$ cat config.mk
export PLATFORM = sky130hd
export DESIGN_NAME = lssfe_word_out
export DESIGN_NICKNAME = d
export VERILOG_FILES = /design/src/lssfe_pkg.sv /design/src/lssfe_word_out.sv
export SDC_FILE = /design/constraint.sdc
export NUM_CORES = 1
export LEC_CHECK = 0
export BUFFER_PORTS_ARGS = -buffer_cell sky130_fd_sc_hd__buf_2
export CAP_MARGIN = 20
export CELL_PAD_IN_SITES_DETAIL_PLACEMENT = 1
export CELL_PAD_IN_SITES_GLOBAL_PLACEMENT = 1
export CORE_MARGIN = 2
export CORE_UTILIZATION = 28
export CTS_BUF_LIST = sky130_fd_sc_hd__clkbuf_4 sky130_fd_sc_hd__clkbuf_8 sky130_fd_sc_hd__clkbuf_16
export CTS_CLUSTER_SIZE = 16
export DETAILED_ROUTE_END_ITERATION = 8
export HOLD_SLACK_MARGIN = 0.12
export PLACE_DENSITY_LB_ADDON = 0.12
export SKIP_LAST_GASP = 1
export SLEW_MARGIN = 20
export SYNTH_ARGS = -nofsm -noshare
export SYNTH_HDL_FRONTEND = slang
export SYNTH_SLANG_ARGS = --single-unit
$ cat constraint.sdc
create_clock -name clk -period 2.16 [get_ports clk]
set_input_delay 0.432 -clock clk [delete_from_list [all_inputs] [get_ports clk]]
set_output_delay 0.432 -clock clk [all_outputs]
set_load 0.01 [all_outputs]
$ cat src/lssfe_pkg.sv
// Shared constants, types and the colour nibble encoder for the LED strip frame encoder.
`default_nettype none
package lssfe_pkg;

  localparam int MAX_LEDS    = 256;
  localparam int RESET_WORDS = 8;
  localparam int CFG_W       = 9;
  localparam int LED_W       = $clog2(MAX_LEDS);
  localparam int LEN_W       = $clog2(MAX_LEDS + 1);
  localparam int TAIL_W      = $clog2(RESET_WORDS + 1);
  localparam int COLOUR_W    = 24;

  localparam logic [3:0] ONE_NIBBLE  = 4'hE;
  localparam logic [3:0] ZERO_NIBBLE = 4'h8;

  localparam logic REQ_SET_PIXEL = 1'b0;
  localparam logic REQ_PULL      = 1'b1;

  typedef enum logic [1:0] {
    PART_GREEN = 2'd0,
    PART_RED   = 2'd1,
    PART_BLUE  = 2'd2
  } colour_part_t;

  // what travels with a pull while its pixel read is outstanding
  typedef struct packed {
    logic         colour;
    logic         written;
    colour_part_t part;
    logic         last;
  } pull_ctl_t;

  // colour bit n lands in word bits 4n+3..4n
  function automatic logic [31:0] encode_colour(input logic [7:0] level);
    logic [31:0] word;
    word = '0;
    for (int b = 0; b < 8; b++) begin
      word[b*4 +: 4] = level[b] ? ONE_NIBBLE : ZERO_NIBBLE;
    end
    return word;
  endfunction

endpackage
`default_nettype wire

$ cat src/lssfe_word_out.sv
// Read-return stage and output register: picks the colour byte, encodes it, holds the word.
`default_nettype none
module lssfe_word_out
  import lssfe_pkg::*;
(
  input  wire logic                clk,
  input  wire logic                rst,
  input  wire logic                load,
  input  wire pull_ctl_t           ctl,
  input  wire logic [COLOUR_W-1:0] rd_data,
  input  wire logic                out_stall,
  output logic                     out_valid,
  output logic      [31:0]         spi_word,
  output logic                     last_of_frame,
  output logic                     can_take
);

  logic       s1_valid;
  pull_ctl_t  s1_ctl;
  logic       s1_adv;
  logic [7:0] level;
  logic [31:0] word_next;

  assign s1_adv   = s1_valid && (!out_valid || !out_stall);
  assign can_take = !s1_valid || !out_valid || !out_stall;

  always_comb begin
    case (s1_ctl.part)
      PART_GREEN: level = rd_data[23:16];
      PART_RED:   level = rd_data[15:8];
      default:    level = rd_data[7:0];
    endcase
    word_next = (s1_ctl.colour && s1_ctl.written) ? encode_colour(level) : '0;
  end

  always_ff @(posedge clk) begin
    if (rst) begin
      s1_valid <= 1'b0;
    end else if (load) begin
      s1_valid <= 1'b1;
    end else if (s1_adv) begin
      s1_valid <= 1'b0;
    end
  end

  always_ff @(posedge clk) begin
    if (load) begin
      s1_ctl <= ctl;
    end
  end

  always_ff @(posedge clk) begin
    if (rst) begin
      out_valid <= 1'b0;
    end else if (s1_adv) begin
      out_valid <= 1'b1;
    end else if (!out_stall) begin
      out_valid <= 1'b0;
    end
  end

  always_ff @(posedge clk) begin
    if (s1_adv) begin
      spi_word      <= word_next;
      last_of_frame <= s1_ctl.last;
    end
  end

endmodule
`default_nettype wire

==> results of run 1 <==
synth_stat cells:
library cell	instances	area, um^2
sky130_fd_sc_hd__a211oi_1	8	60.1
sky130_fd_sc_hd__a21boi_0	1	7.51
sky130_fd_sc_hd__a21oi_1	2	10.0
sky130_fd_sc_hd__buf_4	23	173
sky130_fd_sc_hd__buf_6	1	11.3
sky130_fd_sc_hd__conb_1	1	3.75
sky130_fd_sc_hd__dfxtp_1	2	40.0
sky130_fd_sc_hd__edfxtp_1	15	450
sky130_fd_sc_hd__inv_1	2	7.51
sky130_fd_sc_hd__inv_2	1	3.75
sky130_fd_sc_hd__mux2i_1	8	80.1
sky130_fd_sc_hd__nand2_1	1	3.75
sky130_fd_sc_hd__nand3_1	1	5.00
sky130_fd_sc_hd__nor2_1	1	3.75
sky130_fd_sc_hd__nor2b_1	8	50.1
per-layer routing:
metal | share of wire (%) | up-vias
met3 | 11 | 2
met2 | 51 | 46
met5 | 0 | -
li1 | - | 328
met4 | 0.73 | 0
met1 | 37 | 303
final cells by class:
| cell class | count | area [um^2] |
|---|---|---|
| fillers | 379 | 1940 |
| well taps | 44 | 55.1 |
| multi-input cells | 38 | 250 |
| repair buffers | 60 | 303 |
| clock inverters | 1 | 5.00 |
| clock buffers | 3 | 22.5 |
| flip-flops and latches | 17 | 490 |
| inverters | 3 | 11.3 |
stage by stage:
stage,cell area (um^2),util [%]
detailed placement,1110,36.1
floorplan,936,-
global route,1140,37.0
finish,1140,37.0
CTS,1140,37.0
global placement,1110,36.1
where the power goes:
part           leakage (nW)  switching (mW)  total, mW  internal [mW]
combinational         0.372          0.0599      0.117         0.0571
sequential            0.163          0.0166      0.397          0.381
clock                0.0177          0.0950      0.164         0.0688
total                 0.553           0.172      0.678          0.506
flip-flops by register name, indices dropped and copies added (netlist names):
| signal | cells |
|---|---|
| last_of_frame | 1 |
| out_valid | 1 |
| s1_ctl | 5 |
| s1_valid | 1 |
| spi_word | 9 |
how the worst max path moves through the flow:
stage                     depth (start not counted)                    endpoint                  startpoint
after global placement                            2   spi_word[6]$_SDFFCE_PN0P_         s1_ctl[1]$_DFFE_PP_
after CTS                                         1                spi_word[27]  spi_word[27]$_SDFFCE_PN0P_
final                                             1                spi_word[19]  spi_word[27]$_SDFFCE_PN0P_
after global routing                              2  spi_word[14]$_SDFFCE_PN0P_         s1_ctl[1]$_DFFE_PP_
after detailed placement                          2  spi_word[14]$_SDFFCE_PN0P_         s1_ctl[1]$_DFFE_PP_
after floorplan                                   1     last_of_frame$_DFFE_PP_                   out_stall
cells by family (layout without fill, tap and decap cells):
kind of cell	Yosys count	count (layout)	share of synthesized area (%)
buffers and inverters	27	67	21.5
other	1	8	0.412
AND/OR/NAND/NOR	11	11	6.88
multiplexers	8	8	8.80
AO/OA/AOI/OAI	11	11	8.53
flip-flops	17	17	53.9
==> metrics.log, run 1 <==
[metrics] result of the run: finished clean
[metrics] global-route met2 utilization: 19.8%
[metrics] leakage power of the design: 0.553 nW
[metrics] cell class contributing the biggest share of worst-path delay: flip-flops
[metrics] final antenna diode count: 0
[metrics] area enclosed by the die boundary: 3720 um^2
[metrics] library cells used by synthesis: 15
[metrics] cell type of the slowest stage on the worst timing path: sky130_fd_sc_hd__edfxtp_1
[metrics] count of vias placed by the detailed router: 679
[metrics] clock tree root buffer cell: sky130_fd_sc_hd__clkbuf_4
[metrics] Worst path max stage delay: 0.47 ns
[metrics] setup TNS after final layout: 0 ns
[metrics] Post-Place Cells: 162
[metrics] synthesis-to-layout area growth: 25.0%
[metrics] number of global-route vias before repair: 608
[metrics] R2R Path End: spi_word[14]$_SDFFCE_PN0P_
[metrics] dpl hpwl: 1590 um
[metrics] CP Data Required Time: 1.73 ns
[metrics] average size of a mapped cell: 12.1 um^2
[metrics] antenna violation net count after detailed routing: 0
[metrics] number of cells on the worst hold path: 2
[metrics] number of hold-slack violations in the final timing report: 0
[metrics] total of endpoints with negative setup slack in the final report: 0
[metrics] critical-path maximum fanout: 8
[metrics] critical setup path kind: flip-flop to output port
[metrics] global routing usage on met1: 10.5%
[metrics] total setup buffers inserted after CTS: 0
[metrics] reg-to-reg setup timing slack: 0.90 ns
[metrics] post-synthesis sequential area ratio: 53.9%
[metrics] setup repair after global routing missed its margin: false
[metrics] worst-case hold slack: 0.309 ns
[metrics] final critical-path setup slack: 0.800 ns
[metrics] number of DRC markers in iteration 0: 4
[metrics] io pins: 68
[metrics] final count of pins violating max slew: 0
[metrics] average wire per cell in the routed design: 11.6 um
[metrics] clk_skew: 0.00273 ns
[metrics] initial standard-cell utilization of the core: 29.6%
[metrics] clock-pin slew of the registers on the worst-case setup and hold paths: 0.10 ns
[metrics] layer with the highest usage: met2
[metrics] global-route total usage across every layer: 10.7%
[metrics] synthesized area: 910 um^2
[metrics] type of destination of the critical path: output port
[metrics] maximum number of pins on one net before global-route repair: 11
[metrics] layout net count: 156
[metrics] commonest non-fill, non-tap cell in the layout: sky130_fd_sc_hd__buf_2
[metrics] most frequent cells in the layout: 59 x sky130_fd_sc_hd__buf_2, 15 x sky130_fd_sc_hd__edfxtp_1
[metrics] register bit total from synthesis: 17
[metrics] number of buffers added on ports: 59
[metrics] number of buffers created by CTS: 3
[metrics] clk buf depth: 2
[metrics] clock tree from TritonCTS: yes
[metrics] die width: 61.0 um
[metrics] DR DRC count: 0
[metrics] RePlAce Congestion: 0.643
[metrics] power per standard cell area: 596 nW/um^2
[metrics] worst hold path type: primary input to flip-flop
[metrics] final clock period utilization by the worst path: 63.0%
[metrics] antenna violations before repair: 0
[metrics] critical path launch point type: flip-flop
[metrics] row cnt: 20
[metrics] depth of the most critical reg-to-reg path: 2
[metrics] post-layout min period: 1.36 ns
[metrics] final instance count without filler cells: 166
[metrics] CP Cell Sequence: buf_2
[metrics] data arrival at the endpoint of the critical path: 0.93 ns
[metrics] Via-to-Cell Ratio: 4.09
[metrics] Fmax achieved: 735 MHz
[metrics] area of the placeable core: 3080 um^2
[metrics] final global-route overflow total: 0
[metrics] endpoint of the worst hold path: s1_valid$_SDFFE_PP0P_
[metrics] worst setup slack before clock tree synthesis: 0.851 ns
[metrics] first-pass GRT wire length: 2740 um
[metrics] total number of yosys warnings: 0
[metrics] Buffers & Inverters on Critical Path: 1
[metrics] Hold Buf Count CTS: 0
[metrics] TritonRoute pass-1 iters: 2
[metrics] clock latency on the worst-skew pair: 0.28 ns
[metrics] H-tree depth: 1
[metrics] Reg-to-Reg Start: s1_ctl[1]$_DFFE_PP_
[metrics] total wirelength of the detailed-routed design: 1930 um
[metrics] proportion of layout cells with a drive suffix above 1: 53.3%
[metrics] PnR Total Power: 0.678 mW
[metrics] post-cts gate resize count: 0
[metrics] highest ir drop seen on vdd: 431 uV
[metrics] post-synthesis instance total: 75
[metrics] max cap viols: 0
[metrics] vertical extent of the die: 61.0 um
[metrics] hold wc startpoint: rst
[metrics] met3 track demand over resource in global routing: 4.90%
[metrics] Clock Sink Count: 17
Note: power is estimated with default switching activity, not from simulation.
==> run 2: changes to the inputs <==
==> constraint.sdc (replaced) <==
create_clock -name clk -period 1.4 [get_ports clk]
set_input_delay 0.28 -clock clk [delete_from_list [all_inputs] [get_ports clk]]
set_output_delay 0.28 -clock clk [all_outputs]
set_load 0.01 [all_outputs]
==> metrics.log, run 2 (synthesis results as in run 1) <==
[metrics] final global-route overflow total: 0
[metrics] clock-pin slew of the registers on the worst-case setup and hold paths: 0.10 ns
[metrics] antenna violations before repair: 0
[metrics] final antenna diode count: 0
[metrics] area of the placeable core: 3080 um^2
[metrics] count of vias placed by the detailed router: 704
[metrics] DR DRC count: 0
[metrics] flip-flop count of the largest register after layout: 9
[metrics] RePlAce Congestion: 0.668
[metrics] critical setup path kind: flip-flop to flip-flop
[metrics] CP Data Required Time: 1.43 ns
[metrics] die width: 61.0 um
[metrics] io pins: 68
[metrics] setup TNS after final layout: 0 ns
[metrics] area enclosed by the die boundary: 3720 um^2
[metrics] antenna violation net count after detailed routing: 0
[metrics] Via-to-Cell Ratio: 4.12
[metrics] row cnt: 20
[metrics] total of endpoints with negative setup slack in the final report: 0
[metrics] clock tree root buffer cell: sky130_fd_sc_hd__clkbuf_4
[metrics] H-tree depth: 1
[metrics] post-layout min period: 1.25 ns
[metrics] global-route total usage across every layer: 10.5%
[metrics] register with the most flip-flops: spi_word
[metrics] leakage power of the design: 0.570 nW
[metrics] clk buf depth: 2
[metrics] final count of pins violating max slew: 0
[metrics] result of the run: finished clean
[metrics] biggest registers after layout: spi_word (9), s1_ctl (5)
[metrics] depth of the most critical reg-to-reg path: 2
[metrics] maximum number of pins on one net before global-route repair: 12
[metrics] setup repair after global routing missed its margin: false
[metrics] average wire per cell in the routed design: 10.9 um
[metrics] first-pass GRT wire length: 2720 um
[metrics] highest ir drop seen on vdd: 505 uV
[metrics] layout net count: 161
[metrics] TritonRoute pass-1 iters: 2
[metrics] post-cts gate resize count: 0
[metrics] Fmax achieved: 798 MHz
[metrics] proportion of layout cells with a drive suffix above 1: 51.2%
[metrics] clock tree from TritonCTS: yes
[metrics] Clock Sink Count: 17
[metrics] type of destination of the critical path: flip-flop
[metrics] initial standard-cell utilization of the core: 29.6%
[metrics] clk_skew: 0.00873 ns
[metrics] commonest non-fill, non-tap cell in the layout: sky130_fd_sc_hd__buf_2
[metrics] number of buffers created by CTS: 3
[metrics] worst hold path type: primary input to flip-flop
[metrics] data arrival at the endpoint of the critical path: 1.29 ns
[metrics] final clock period utilization by the worst path: 89.5%
[metrics] number of cells on the worst hold path: 1
[metrics] final core area utilization: 38.7%
[metrics] power per standard cell area: 897 nW/um^2
[metrics] synthesis-to-layout area growth: 30.8%
[metrics] number of buffers added on ports: 59
[metrics] max cap viols: 0
[metrics] PnR Total Power: 1.07 mW
[metrics] vertical extent of the die: 61.0 um
[metrics] most frequent cells in the layout: 59 x sky130_fd_sc_hd__buf_2, 15 x sky130_fd_sc_hd__edfxtp_1
[metrics] clock latency on the worst-skew pair: 0.29 ns
[metrics] total wirelength of the detailed-routed design: 1870 um
[metrics] number of global-route vias before repair: 633
[metrics] number of DRC markers in iteration 0: 4
[metrics] critical-path maximum fanout: 8
[metrics] critical path launch point type: flip-flop
[metrics] number of hold-slack violations in the final timing report: 0
==> run 2: critical path, cell delays in order, from the launching register on <==
cell,delay (ns)
sky130_fd_sc_hd__edfxtp_1,0.65
sky130_fd_sc_hd__mux2i_1,0.25
sky130_fd_sc_hd__a211oi_1,0.09
==> run 2: where the power goes <==
| part | internal [mW] | leakage [nW] | switching (mW) |
|---|---|---|---|
| clock network | 0.109 | 0.0139 | 0.156 |
| logic | 0.0972 | 0.393 | 0.0924 |
| registers | 0.587 | 0.163 | 0.0253 |
| total | 0.793 | 0.570 | 0.274 |
==> run 2: worst paths after layout <==
kind / slack [ns] / startpoint / endpoint
worst max register to register: 0.15 / s1_ctl[1]$_DFFE_PP_ / spi_word[14]$_SDFFCE_PN0P_
worst min register to register: 0.44 / s1_ctl[0]$_DFFE_PP_ / last_of_frame$_DFFE_PP_
worst max-delay path: 0.15 / s1_ctl[1]$_DFFE_PP_ / spi_word[14]$_SDFFCE_PN0P_
worst min-delay path: 0.15 / ctl[3] / s1_ctl[3]$_DFFE_PP_
==> run 2: stage by stage <==
step | cell area, um^2 | hold slack [ns] | setup WS (ns) | std cells
final | 1190 | 0.154 | 0.147 | 171
after global routing | 1190 | 0.120 | 0.0214 | 171
after CTS | 1140 | 0.131 | 0.0933 | 166
after detailed placement | 1110 | 0.415 | 0.123 | 162
after global placement | 1110 | 0.412 | 0.180 | 162
after floorplan | 936 | 0.349 | 0.128 | 82
==> run 2: repair_timing <==
item | in CTS | in global routing
setup endpoints to repair | 0 | 0
buffers inserted | 0 | 0
endpoints found under the hold margin | 0 | 6
hold buffers | 0 | 5
==> run 2: layer usage <==
metal / global-route usage [%] / share of wire [%] / wire length [um]
met2: 18.9 / 52 / 979
met4: 3.73 / 0.43 / 8
met5: 0 / 0 / 0
met1: 10.6 / 36 / 679
met3: 4.69 / 11 / 201
==> run 2: layout make-up <==
cell class | instances | area, um^2
Clock buffer | 3 | 22.5
Clock inverter | 1 | 7.51
Fill cell | 367 | 1890
Inverter | 3 | 11.3
Multi-Input combinational cell | 38 | 250
Sequential cell | 17 | 490
Tap cell | 44 | 55.1
Timing Repair Buffer | 65 | 353
==> run 3: changes to the inputs <==
--- a/config.mk
+++ b/config.mk
@@ -5,12 +5,13 @@
 export SDC_FILE = /design/constraint.sdc
 export NUM_CORES = 1
 export LEC_CHECK = 0
+export ABC_AREA = 1
 export BUFFER_PORTS_ARGS = -buffer_cell sky130_fd_sc_hd__buf_2
 export CAP_MARGIN = 20
 export CELL_PAD_IN_SITES_DETAIL_PLACEMENT = 1
 export CELL_PAD_IN_SITES_GLOBAL_PLACEMENT = 1
 export CORE_MARGIN = 2
-export CORE_UTILIZATION = 28
+export CORE_UTILIZATION = 27
 export CTS_BUF_LIST = sky130_fd_sc_hd__clkbuf_4 sky130_fd_sc_hd__clkbuf_8 sky130_fd_sc_hd__clkbuf_16
 export CTS_CLUSTER_SIZE = 16
 export DETAILED_ROUTE_END_ITERATION = 8
==> metrics.log, run 3 <==
[metrics] result of the run: finished clean
[metrics] final core area utilization: 35.3%
[metrics] synthesized area: 955 um^2
[metrics] clock-pin slew of the registers on the worst-case setup and hold paths: 0.10 ns
[metrics] number of cells on the worst hold path: 2
[metrics] reg-to-reg setup timing slack: 0.18 ns
[metrics] total number of yosys warnings: 0
[metrics] first-pass GRT wire length: 3480 um
[metrics] setup repair after global routing missed its margin: false
[metrics] Reg-to-Reg Start: s1_ctl[2]$_DFFE_PP_
[metrics] final instance count without filler cells: 196
[metrics] Hold Buf Count CTS: 0
[metrics] biggest registers after layout: spi_word (9), s1_ctl (5)
[metrics] H-tree depth: 1
[metrics] clock tree root buffer cell: sky130_fd_sc_hd__clkbuf_4
[metrics] global-route total usage across every layer: 11.5%
[metrics] critical path launch point type: flip-flop
[metrics] row cnt: 21
[metrics] final clock period utilization by the worst path: 89.0%
[metrics] cell type of the slowest stage on the worst timing path: sky130_fd_sc_hd__dfxtp_1
[metrics] Multi-input gate area: 245 um^2
[metrics] most frequent cells after synthesis: 27 x sky130_fd_sc_hd__nand2_1, 24 x sky130_fd_sc_hd__buf_4, 16 x sky130_fd_sc_hd__nand3_1, 15 x sky130_fd_sc_hd__edfxtp_1, 11 x sky130_fd_sc_hd__inv_1
[metrics] worst setup slack before clock tree synthesis: 0.198 ns
[metrics] type of destination of the critical path: output port
[metrics] top cells by area in the synthesized netlist: sky130_fd_sc_hd__edfxtp_1 47%, sky130_fd_sc_hd__buf_4 19%, sky130_fd_sc_hd__nand2_1 11%
[metrics] final global-route overflow total: 0
[metrics] post-cts gate resize count: 0
[metrics] filler instances: 435
[metrics] layout net count: 184
[metrics] R2R Path End: spi_word[18]$_SDFFCE_PN0P_
[metrics] DR top layer: met4
[metrics] endpoint of the worst hold path: out_valid$_SDFFE_PP0P_
[metrics] worst hold path type: primary input to flip-flop
[metrics] power per standard cell area: 928 nW/um^2
[metrics] detailed-routing wirelength on met1: 875 um
[metrics] number of hold-slack violations in the final timing report: 0
[metrics] CP Data Required Time: 1.12 ns
[metrics] Worst path max stage delay: 0.34 ns
[metrics] cell repeated most along the worst path: sky130_fd_sc_hd__nand2_1
[metrics] count of vias placed by the detailed router: 798
[metrics] die width: 63.5 um
[metrics] clock latency on the worst-skew pair: 0.29 ns
[metrics] final count of pins violating max slew: 0
[metrics] Via-to-Cell Ratio: 4.07
[metrics] register bit total from synthesis: 17
[metrics] critical setup path kind: flip-flop to output port
[metrics] RePlAce Congestion: 0.728
[metrics] number of DRC markers in iteration 0: 14
[metrics] max cap viols: 0
[metrics] critical-path maximum fanout: 2
[metrics] proportion of layout cells with a drive suffix above 1: 45.3%
[metrics] io pins: 68
[metrics] vertical extent of the die: 63.5 um
[metrics] primary flip-flop cell chosen by synthesis mapping: sky130_fd_sc_hd__edfxtp_1
[metrics] clock tree from TritonCTS: yes
[metrics] most instantiated library cell after synthesis: sky130_fd_sc_hd__nand2_1
[metrics] post-synth top area share: 47.2%
[metrics] top cell type by total area after synthesis: sky130_fd_sc_hd__edfxtp_1
[metrics] most frequent cells in the layout: 59 x sky130_fd_sc_hd__buf_2, 27 x sky130_fd_sc_hd__nand2_1, 16 x sky130_fd_sc_hd__nand3_1, 15 x sky130_fd_sc_hd__edfxtp_1, 11 x sky130_fd_sc_hd__inv_1
[metrics] number of buffers created by CTS: 3
[metrics] CP Cell Sequence: nand2_1, inv_1, nand2_1, buf_2
[metrics] Fmax achieved: 803 MHz
[metrics] number of global-route vias before repair: 758
[metrics] flip-flop count of the largest register after layout: 9
[metrics] TritonRoute pass-1 iters: 4
[metrics] hold wc startpoint: rst
[metrics] leakage power of the design: 0.657 nW
[metrics] final antenna diode count: 0
[metrics] area of the placeable core: 3360 um^2
[metrics] async set or reset register ratio after synthesis: 0%
[metrics] library cells used by synthesis: 13
[metrics] final critical-path setup slack: 0.154 ns
[metrics] register with the most flip-flops: spi_word
[metrics] initial standard-cell utilization of the core: 28.4%
[metrics] total wirelength of the detailed-routed design: 2230 um
[metrics] number of flops mapped to enable cells by yosys: 15
[metrics] maximum number of pins on one net before global-route repair: 11
[metrics] clk_skew: 0.00458 ns
[metrics] area enclosed by the die boundary: 4030 um^2
[metrics] depth of the most critical reg-to-reg path: 6
[metrics] total setup buffers inserted after CTS: 0
[metrics] post-layout min period: 1.25 ns
[metrics] Clock Sink Count: 17
[metrics] met3 WL: 173 um
[metrics] number of buffers added on ports: 59
[metrics] dpl hpwl: 1860 um
[metrics] Post-Place Cells: 192
[metrics] antenna violations before repair: 0
[metrics] DR DRC count: 0
[metrics] synthesis-to-layout area growth: 24.4%
[metrics] antenna violation net count after detailed routing: 0
[metrics] average wire per cell in the routed design: 11.4 um
[metrics] clk buf depth: 2
[metrics] post-synthesis instance total: 103
[metrics] commonest non-fill, non-tap cell in the layout: sky130_fd_sc_hd__buf_2
[metrics] average size of a mapped cell: 9.27 um^2
[metrics] total of endpoints with negative setup slack in the final report: 0
[metrics] area of all sequential standard cells: 490 um^2
[metrics] length of routed met2 wiring: 1130 um
[metrics] setup TNS after final layout: 0 ns
[metrics] data arrival at the endpoint of the critical path: 0.97 ns
[metrics] highest ir drop seen on vdd: 443 uV
[metrics] post-synthesis sequential area ratio: 51.4%
run 3: cell count changes after synthesis, sizes merged, moves of 8 or more:
cell | before | now
a211oi | 8 | 0
inv | 3 | 12
mux2i | 8 | 0
nand2 | 1 | 27
nand3 | 1 | 16
nor2b | 8 | 0
run 3: worst max-delay path by stage:
stage | start | to | cells past startpoint
floorplan | out_valid$_SDFFE_PP0P_ | last_of_frame$_DFFE_PP_ | 3
global placement | s1_ctl[1]$_DFFE_PP_ | spi_word[22]$_SDFFCE_PN0P_ | 4
detailed placement | s1_ctl[1]$_DFFE_PP_ | spi_word[22]$_SDFFCE_PN0P_ | 4
CTS | out_valid$_SDFFE_PP0P_ | can_take | 4
global route | out_valid$_SDFFE_PP0P_ | can_take | 4
finish | out_valid$_SDFFE_PP0P_ | can_take | 4
run 3: stage by stage:
stage	power [mW]	hold WS, ns	cell area [um^2]
after floorplan	0.767	0.349	981
after global placement	0.819	0.407	1160
after detailed placement	0.825	0.416	1160
after CTS	1.11	0.140	1190
after global routing	1.17	0.135	1190
final	1.10	0.143	1190
run 3: metal layers:
metal,global-route usage [%],vias up
met3,3.04,4
li1,-,391
met4,5.71,0
met5,0,-
met2,20.1,43
met1,12.9,360
run 3: layout make-up:
class                      instances  area share (%)
inverter                          13            4.53
tap                               46            4.85
clock buffer                       4            2.53
sequential                        17            41.3
timing repair buffer              61            26.1
multi-input combinational         55            20.7
run 3: cell families (layout without fill, tap and decap cells):
logic type	Yosys count	count (layout)	share of synthesized area (%)
flops	17	17	51.4
simple gates	45	45	21.5
compound gates	2	2	1.05
other cells	1	8	0.393
buf+inv	38	78	25.7
run 3: critical path, delay by kind of cell, from the launching register on:
kind                   cells  cell delay, ns
DFF                        1            0.34
and+or+nand+nor            2            0.12
buffers and inverters      2            0.21
run 3: power breakdown:
part,switching [mW],internal (mW),total (mW)
Clock,0.163,0.130,0.293
Sequential,0.0210,0.586,0.607
Combinational,0.114,0.0874,0.202
Total,0.298,0.803,1.10
